--- src/sv/eic_pkg.sv ---
// shared types and codes of the external interrupt controller
package eic_pkg;

    localparam int ExtLines = 3;
    localparam int PcGroups = 4;
    localparam int SenseBits = 2;

    localparam logic [1:0] ModeRead = 2'd0;
    localparam logic [1:0] ModeWrite = 2'd1;
    localparam logic [1:0] ModePins = 2'd2;
    localparam logic [1:0] ModeAck = 2'd3;

    localparam logic [2:0] RegSense = 3'd0;
    localparam logic [2:0] RegExtMask = 3'd1;
    localparam logic [2:0] RegExtFlags = 3'd2;
    localparam logic [2:0] RegPcControl = 3'd3;
    localparam logic [2:0] RegPcFlags = 3'd4;

    localparam logic [1:0] SenseLow = 2'd0;
    localparam logic [1:0] SenseAny = 2'd1;
    localparam logic [1:0] SenseFall = 2'd2;
    localparam logic [1:0] SenseRise = 2'd3;

    typedef struct packed {
        logic [1:0]          mode;
        logic [2:0]          reg_index;
        logic [7:0]          write_value;
        logic [ExtLines-1:0] ext_pins;
        logic [PcGroups-1:0] pc_pins;
        logic [ExtLines-1:0] ack_ext;
        logic [PcGroups-1:0] ack_pc;
    } in_item_t;

    typedef struct packed {
        logic [7:0]          read_data;
        logic [ExtLines-1:0] ext_irq;
        logic [PcGroups-1:0] pc_irq;
    } out_item_t;

endpackage

--- src/sv/eic_if.sv ---
// valid/ready channel interfaces for requests and results
interface eic_in_if;
    logic               valid;
    logic               ready;
    eic_pkg::in_item_t  data;

    modport source (output valid, output data, input ready);
    modport sink (input valid, input data, output ready);
endinterface

interface eic_out_if;
    logic               valid;
    logic               ready;
    eic_pkg::out_item_t data;

    modport source (output valid, output data, input ready);
    modport sink (input valid, input data, output ready);
endinterface

--- src/sv/external_interrupt_controller.sv ---
// external and pin-change interrupt controller top level
//
//  channel   dir   payload                                         per transfer
//  in_ch     in    mode, reg_index, write_value, pins, acks        one request
//  out_ch    out   read_data, ext_irq, pc_irq                      one result
//
// each request is applied to the registers in the cycle it is taken and its
// result appears in the output register on the next cycle
// one request per cycle while no result is stalled; the result is held in the single result register
// reset clears all registers but the result data; last external pin sample resets to all ones
// in_ch.ready drops only while a result is held and out_ch.ready is low
module external_interrupt_controller (
    input  logic      clk,
    input  logic      rst_n,
    eic_in_if.sink    in_ch,
    eic_out_if.source out_ch
);

    logic [7:0]                    sense_reg, sense_next;
    logic [7:0]                    ext_mask_reg, ext_mask_next;
    logic [eic_pkg::ExtLines-1:0]  ext_flags_reg, ext_flags_next;
    logic [7:0]                    pc_control_reg, pc_control_next;
    logic [eic_pkg::PcGroups-1:0]  pc_flags_reg, pc_flags_next;
    logic [eic_pkg::ExtLines-1:0]  last_ext_reg, last_ext_next;
    logic [eic_pkg::PcGroups-1:0]  last_pc_reg, last_pc_next;
    logic                          out_valid_reg;
    eic_pkg::out_item_t            out_data_reg, out_data_next;
    logic                          accept;

    assign in_ch.ready = !out_valid_reg || out_ch.ready;
    assign accept = in_ch.valid && in_ch.ready;
    assign out_ch.valid = out_valid_reg;
    assign out_ch.data = out_data_reg;

    always_comb
    begin
        logic [eic_pkg::ExtLines-1:0] clr;
        logic [eic_pkg::ExtLines-1:0] chg;
        logic [1:0]                   code;
        logic [7:0]                   rd;

        sense_next = sense_reg;
        ext_mask_next = ext_mask_reg;
        ext_flags_next = ext_flags_reg;
        pc_control_next = pc_control_reg;
        pc_flags_next = pc_flags_reg;
        last_ext_next = last_ext_reg;
        last_pc_next = last_pc_reg;
        clr = in_ch.data.write_value[eic_pkg::ExtLines-1:0];
        chg = in_ch.data.ext_pins ^ last_ext_reg;
        code = '0;
        rd = 8'd0;

        case (in_ch.data.mode)
            eic_pkg::ModeRead:
            begin
                case (in_ch.data.reg_index)
                    eic_pkg::RegSense:     rd = sense_reg;
                    eic_pkg::RegExtMask:   rd = ext_mask_reg;
                    eic_pkg::RegExtFlags:  rd = 8'(ext_flags_reg);
                    eic_pkg::RegPcControl: rd = pc_control_reg;
                    eic_pkg::RegPcFlags:   rd = 8'(pc_flags_reg);
                    default:               rd = 8'd0;
                endcase
            end
            eic_pkg::ModeWrite:
            begin
                case (in_ch.data.reg_index)
                    eic_pkg::RegSense:
                    begin
                        sense_next = in_ch.data.write_value;
                        for (int i = 0; i < eic_pkg::ExtLines; i++)
                        begin
                            code = in_ch.data.write_value[i*eic_pkg::SenseBits +: 2];
                            if (ext_mask_reg[i] && code == eic_pkg::SenseLow)
                            begin
                                ext_flags_next[i] = !last_ext_reg[i];
                            end
                        end
                    end
                    eic_pkg::RegExtMask:
                    begin
                        ext_mask_next = in_ch.data.write_value;
                    end
                    eic_pkg::RegExtFlags:
                    begin
                        if (|(ext_flags_reg & clr))
                        begin
                            for (int i = 0; i < eic_pkg::ExtLines; i++)
                            begin
                                code = sense_reg[i*eic_pkg::SenseBits +: 2];
                                if (clr[i])
                                begin
                                    ext_flags_next[i] = code == eic_pkg::SenseLow
                                        && !last_ext_reg[i] && ext_mask_reg[i];
                                end
                            end
                        end
                    end
                    eic_pkg::RegPcControl:
                    begin
                        pc_control_next = in_ch.data.write_value;
                    end
                    eic_pkg::RegPcFlags:
                    begin
                        pc_flags_next = pc_flags_reg
                            & ~in_ch.data.write_value[eic_pkg::PcGroups-1:0];
                    end
                    default:
                    begin
                    end
                endcase
            end
            eic_pkg::ModePins:
            begin
                for (int i = 0; i < eic_pkg::ExtLines; i++)
                begin
                    code = sense_reg[i*eic_pkg::SenseBits +: 2];
                    if (ext_mask_reg[i])
                    begin
                        case (code)
                            eic_pkg::SenseLow:
                                ext_flags_next[i] = !in_ch.data.ext_pins[i];
                            eic_pkg::SenseAny:
                                ext_flags_next[i] = ext_flags_reg[i] | chg[i];
                            eic_pkg::SenseFall:
                                ext_flags_next[i] = ext_flags_reg[i]
                                    | (chg[i] & !in_ch.data.ext_pins[i]);
                            default:
                                ext_flags_next[i] = ext_flags_reg[i]
                                    | (chg[i] & in_ch.data.ext_pins[i]);
                        endcase
                    end
                end
                pc_flags_next = pc_flags_reg | ((in_ch.data.pc_pins ^ last_pc_reg)
                    & pc_control_reg[eic_pkg::PcGroups-1:0]);
                last_ext_next = in_ch.data.ext_pins;
                last_pc_next = in_ch.data.pc_pins;
            end
            default:
            begin
                ext_flags_next = ext_flags_reg & ~in_ch.data.ack_ext;
                pc_flags_next = pc_flags_reg & ~in_ch.data.ack_pc;
            end
        endcase

        out_data_next.read_data = rd;
        out_data_next.ext_irq = ext_mask_next[eic_pkg::ExtLines-1:0] & ext_flags_next;
        out_data_next.pc_irq = pc_control_next[eic_pkg::PcGroups-1:0] & pc_flags_next;
    end

    always_ff @(posedge clk or negedge rst_n)
    begin
        if (!rst_n)
        begin
            sense_reg <= '0;
            ext_mask_reg <= '0;
            ext_flags_reg <= '0;
            pc_control_reg <= '0;
            pc_flags_reg <= '0;
            last_ext_reg <= '1;
            last_pc_reg <= '0;
            out_valid_reg <= 1'b0;
        end
        else
        begin
            if (accept)
            begin
                sense_reg <= sense_next;
                ext_mask_reg <= ext_mask_next;
                ext_flags_reg <= ext_flags_next;
                pc_control_reg <= pc_control_next;
                pc_flags_reg <= pc_flags_next;
                last_ext_reg <= last_ext_next;
                last_pc_reg <= last_pc_next;
                out_valid_reg <= 1'b1;
            end
            else if (out_ch.ready)
            begin
                out_valid_reg <= 1'b0;
            end
        end
    end

    always_ff @(posedge clk)
    begin
        if (accept)
        begin
            out_data_reg <= out_data_next;
        end
    end

endmodule

--- src/flat_wrapper.sv ---
// flat-port wrapper written by rule: the top's interface ports become plain ports
module external_interrupt_controller_flat 
  (clk, rst_n, in_ch_valid, in_ch_data, in_ch_ready, out_ch_valid, out_ch_data, out_ch_ready);
  eic_in_if in_ch_i ();
  eic_out_if out_ch_i ();
  input  logic clk;
  input  logic rst_n;
  input wire logic [$bits(in_ch_i.valid)-1:0] in_ch_valid;
  input wire logic [$bits(in_ch_i.data)-1:0] in_ch_data;
  output wire logic [$bits(in_ch_i.ready)-1:0] in_ch_ready;
  output wire logic [$bits(out_ch_i.valid)-1:0] out_ch_valid;
  output wire logic [$bits(out_ch_i.data)-1:0] out_ch_data;
  input wire logic [$bits(out_ch_i.ready)-1:0] out_ch_ready;
  assign in_ch_i.valid = in_ch_valid;
  assign in_ch_i.data = in_ch_data;
  assign in_ch_ready = in_ch_i.ready;
  assign out_ch_valid = out_ch_i.valid;
  assign out_ch_data = out_ch_i.data;
  assign out_ch_i.ready = out_ch_ready;
  external_interrupt_controller u_core (.clk(clk), .rst_n(rst_n), .in_ch(in_ch_i), .out_ch(out_ch_i));
endmodule
--- config.mk ---
export PLATFORM = sky130hd
export DESIGN_NAME = external_interrupt_controller_flat
export DESIGN_NICKNAME = d
export VERILOG_FILES = /design/src/sv/eic_pkg.sv /design/src/sv/eic_if.sv /design/src/sv/external_interrupt_controller.sv /design/src/flat_wrapper.sv
export SDC_FILE = /design/constraint.sdc
export NUM_CORES = 1
export LEC_CHECK = 0
export BUFFER_PORTS_ARGS = -buffer_cell sky130_fd_sc_hd__clkbuf_2
export CORE_MARGIN = 5
export CORE_UTILIZATION = 60
export CTS_BUF_LIST = sky130_fd_sc_hd__clkbuf_4
export DETAILED_ROUTE_END_ITERATION = 12
export PLACE_DENSITY = 0.84
export RECOVER_POWER = 50
export SYNTH_ARGS = -nofsm -noshare
export SYNTH_HDL_FRONTEND = slang
export SYNTH_SLANG_ARGS = --single-unit
--- constraint.sdc ---
create_clock -name clk -period 2.7 [get_ports clk]
set_input_delay 0 -clock clk [delete_from_list [all_inputs] [get_ports clk]]
set_output_delay 0 -clock clk [all_outputs]
set_load 0.01 [all_outputs]
==> flow_summary.ini <==
[outcome]
outcome = finished with violations
failed_checks = max-capacitance violations, max-slew violations

[cts]
worstSkewPairLatency_ps = 370
clock_sinks = 54
h-tree-depth = 2
cts_made_buffers = 5
cts_hold_buffers = 22
clk_pin_slew_ps = 150
clockBufferDepth = 2
cts_setup_buffers = 0
ctsResizeCount = 0
cts_tree = built
cts_root_buffer = clkbuf_4

[die]
fp.dieArea_mm2 = 0.00635
die_w_um = 79.7
die-height_um = 79.7
io_pins = 48
rows = 25
design.core.area_mm2 = 0.00472
start_util_pct = 61.7

[sta]
post-route-period-util_pct = 80.0
grt_setup_unrepaired = false
tns_ps = 0
slew_viol_final = 40
max_freq_mhz = 463
hold_viol = 0
setup_viol = 0
worst_pin_slew_ps = 2100
fin_crit_ps = 2160
max_slew_margin_pct = -40.3
finClkSkew_ps = 4.51

[cells_and_area]
fin_nets = 361
final_common_cell = dfrtp_1
layout_common_cells = dfrtp_1 (36), clkbuf_2 (29), dlygate4sd3_1 (22)
final_area_mm2 = 0.00343
layout-drive-gt1-share_pct = 17.8
diodes = 0
syn2layout_area_growth_pct = 17.7
largest_register_ffs = 15

[global_routing]
grt_pass1_wl_um = 11900
grt_pass1_vias = 2377
grt_overflow = 0
grt_max_degree = 40
grt_usage_pct = 24.3
antenna_found_initial = 0

[synthesis]
netlist_instances = 266
syn_area_mm2 = 0.00291
yosysSeqAreaShare_pct = 49.1
synth_edf_count = 15
async_reset_ff_share_pct = 72.2
synth_warnings = 0
synth.net_count = 297
synth_seq_cells = 54
synth_cell_types = 48
avgSynthCellArea_um2 = 11.0
synth_ff_type = dfrtp_1

[worst_setup_path]
path_cells = nand2b_1, nand2_1, inv_2, nand2_1, mux2_2
cp-start-kind = flop
cp.required_ps = 2970
cp_max_fo = 21
worstSetupPathType = flop to flop
critPathMaxStageDelay_ps = 480
crit_path_top_delay_cell = inv_2
cp_data_arrival_time_ps = 2430
path_buf_inv = 1
ff2ff_setup_slack_ps = 540
cpLargestDelayFamily = simple AND/OR/NAND/NOR gates
end_kind = flop
cpMostUsedCell = nand2_1

[power_and_ir_drop]
power.switching_uw = 591
leakage_uw = 0.00145
power.share.clock_pct = 18.3
vdd.ir_drop.worst_mv = 0.327
internal_power_uw = 1290
switching_share_pct = 31.4
power_density_mw_per_mm2 = 549
combPwrFrac_pct = 23.8
power_frac_seq_pct = 58.0

[route]
ant_nets = 0
wirelength_um = 7150
viasPerCell = 6.05
wire_per_inst_um = 18.0
drc_errors = 0
drt_iter0_markers = 189
dr.pass1.iters = 4
vias = 2408

[place]
place_area_mm2 = 0.00318
gp_congestion = 0.974
dpl.hpwl_um = 5080
portBuffers = 47

[worst_hold_path]
hp-class = input pin to flop

[flow_run]
drv_cap = 1
synth_stat cells (all sizes together), types with 3 or more instances:
cell type / n / area [µm²]
nand2: 18 / 72.6
xor2: 4 / 35.0
nor3b: 5 / 37.5
o21ai: 15 / 75.1
nand3: 3 / 15.0
a221o: 4 / 40.0
nor3: 10 / 50.1
o22ai: 3 / 18.8
nor2b: 5 / 31.3
mux2i: 14 / 140
clkbuf: 3 / 11.3
mux2: 27 / 304
dfrtp: 36 / 901
nor2: 14 / 52.6
and2: 4 / 25.0
a22oi: 3 / 22.5
buf: 9 / 43.8
dfstp: 3 / 78.8
a31oi: 9 / 56.3
a21oi: 12 / 60.1
edfxtp: 15 / 450
inv: 11 / 41.3
and3: 3 / 18.8
nand2b: 10 / 62.6
per-stage QoR:
step	setup slack (ps)	power [µW]	util, %	instances	hold WS, ps
4_1_cts	562	1890	73.1	398	21.8
3_3_place_gp	734	1510	67.3	368	191
5_1_grt	328	2000	72.6	398	36.1
6_report	539	1880	72.6	398	28.3
2_1_floorplan	987	1370	-	266	-296
3_5_place_dp	596	1530	67.3	368	201
metal layers:
layer	global-route usage, %	wire [µm]	vias to the layer above
met5	0	0	-
met4	8.93	182	0
met3	5.98	627	21
met2	37.7	3390	110
met1	33.1	2940	1168
li1	-	-	1109
cell type report:
class,count,area (µm²)
Tap cell,67,83.8
Inverter,11,41.3
Timing Repair Buffer,69,433
Fill cell,360,1290
Sequential cell,54,1430
Clock inverter,3,16.3
Clock buffer,5,37.5
Multi-Input combinational cell,189,1390
power groups by stage:
stage / combinational (µW) / clock, µW / sequential [µW]
after floorplan: 300 / 0 / 1070
after global routing: 499 / 393 / 1110
after CTS: 448 / 352 / 1090
final: 447 / 344 / 1090
after global placement: 408 / 0 / 1100
after detailed placement: 421 / 0 / 1110
logic make-up (layout without fill, tap and decap cells):
group                  Yosys count  after routing  synth area share (%)
AO/OA/AOI/OAI                   62             62                  14.8
XOR/XNOR                         4              4                  1.20
buffers and inverters           23             88                  3.31
flip-flops                      54             54                  49.1
multiplexers                    43             43                  16.8
AND/OR/NAND/NOR                 80             80                  14.8
path summary, 6_finish.rpt:
check,end,from,depth (start not counted)
hold / removal,u_core.ext_mask_reg[1],in_ch_data[15],2
min in group asynchronous,u_core.last_pc_reg[0],rst_n,2
setup / recovery,u_core.sense_reg[6],u_core.out_ch.valid,5
max in group asynchronous,u_core.pc_flags_reg[1],rst_n,2
hold reg to reg,u_core.ext_mask_reg[3],u_core.ext_mask_reg[3],1
setup reg to reg,u_core.sense_reg[6],u_core.out_ch.valid,5
(Power assumes the default switching activity.)
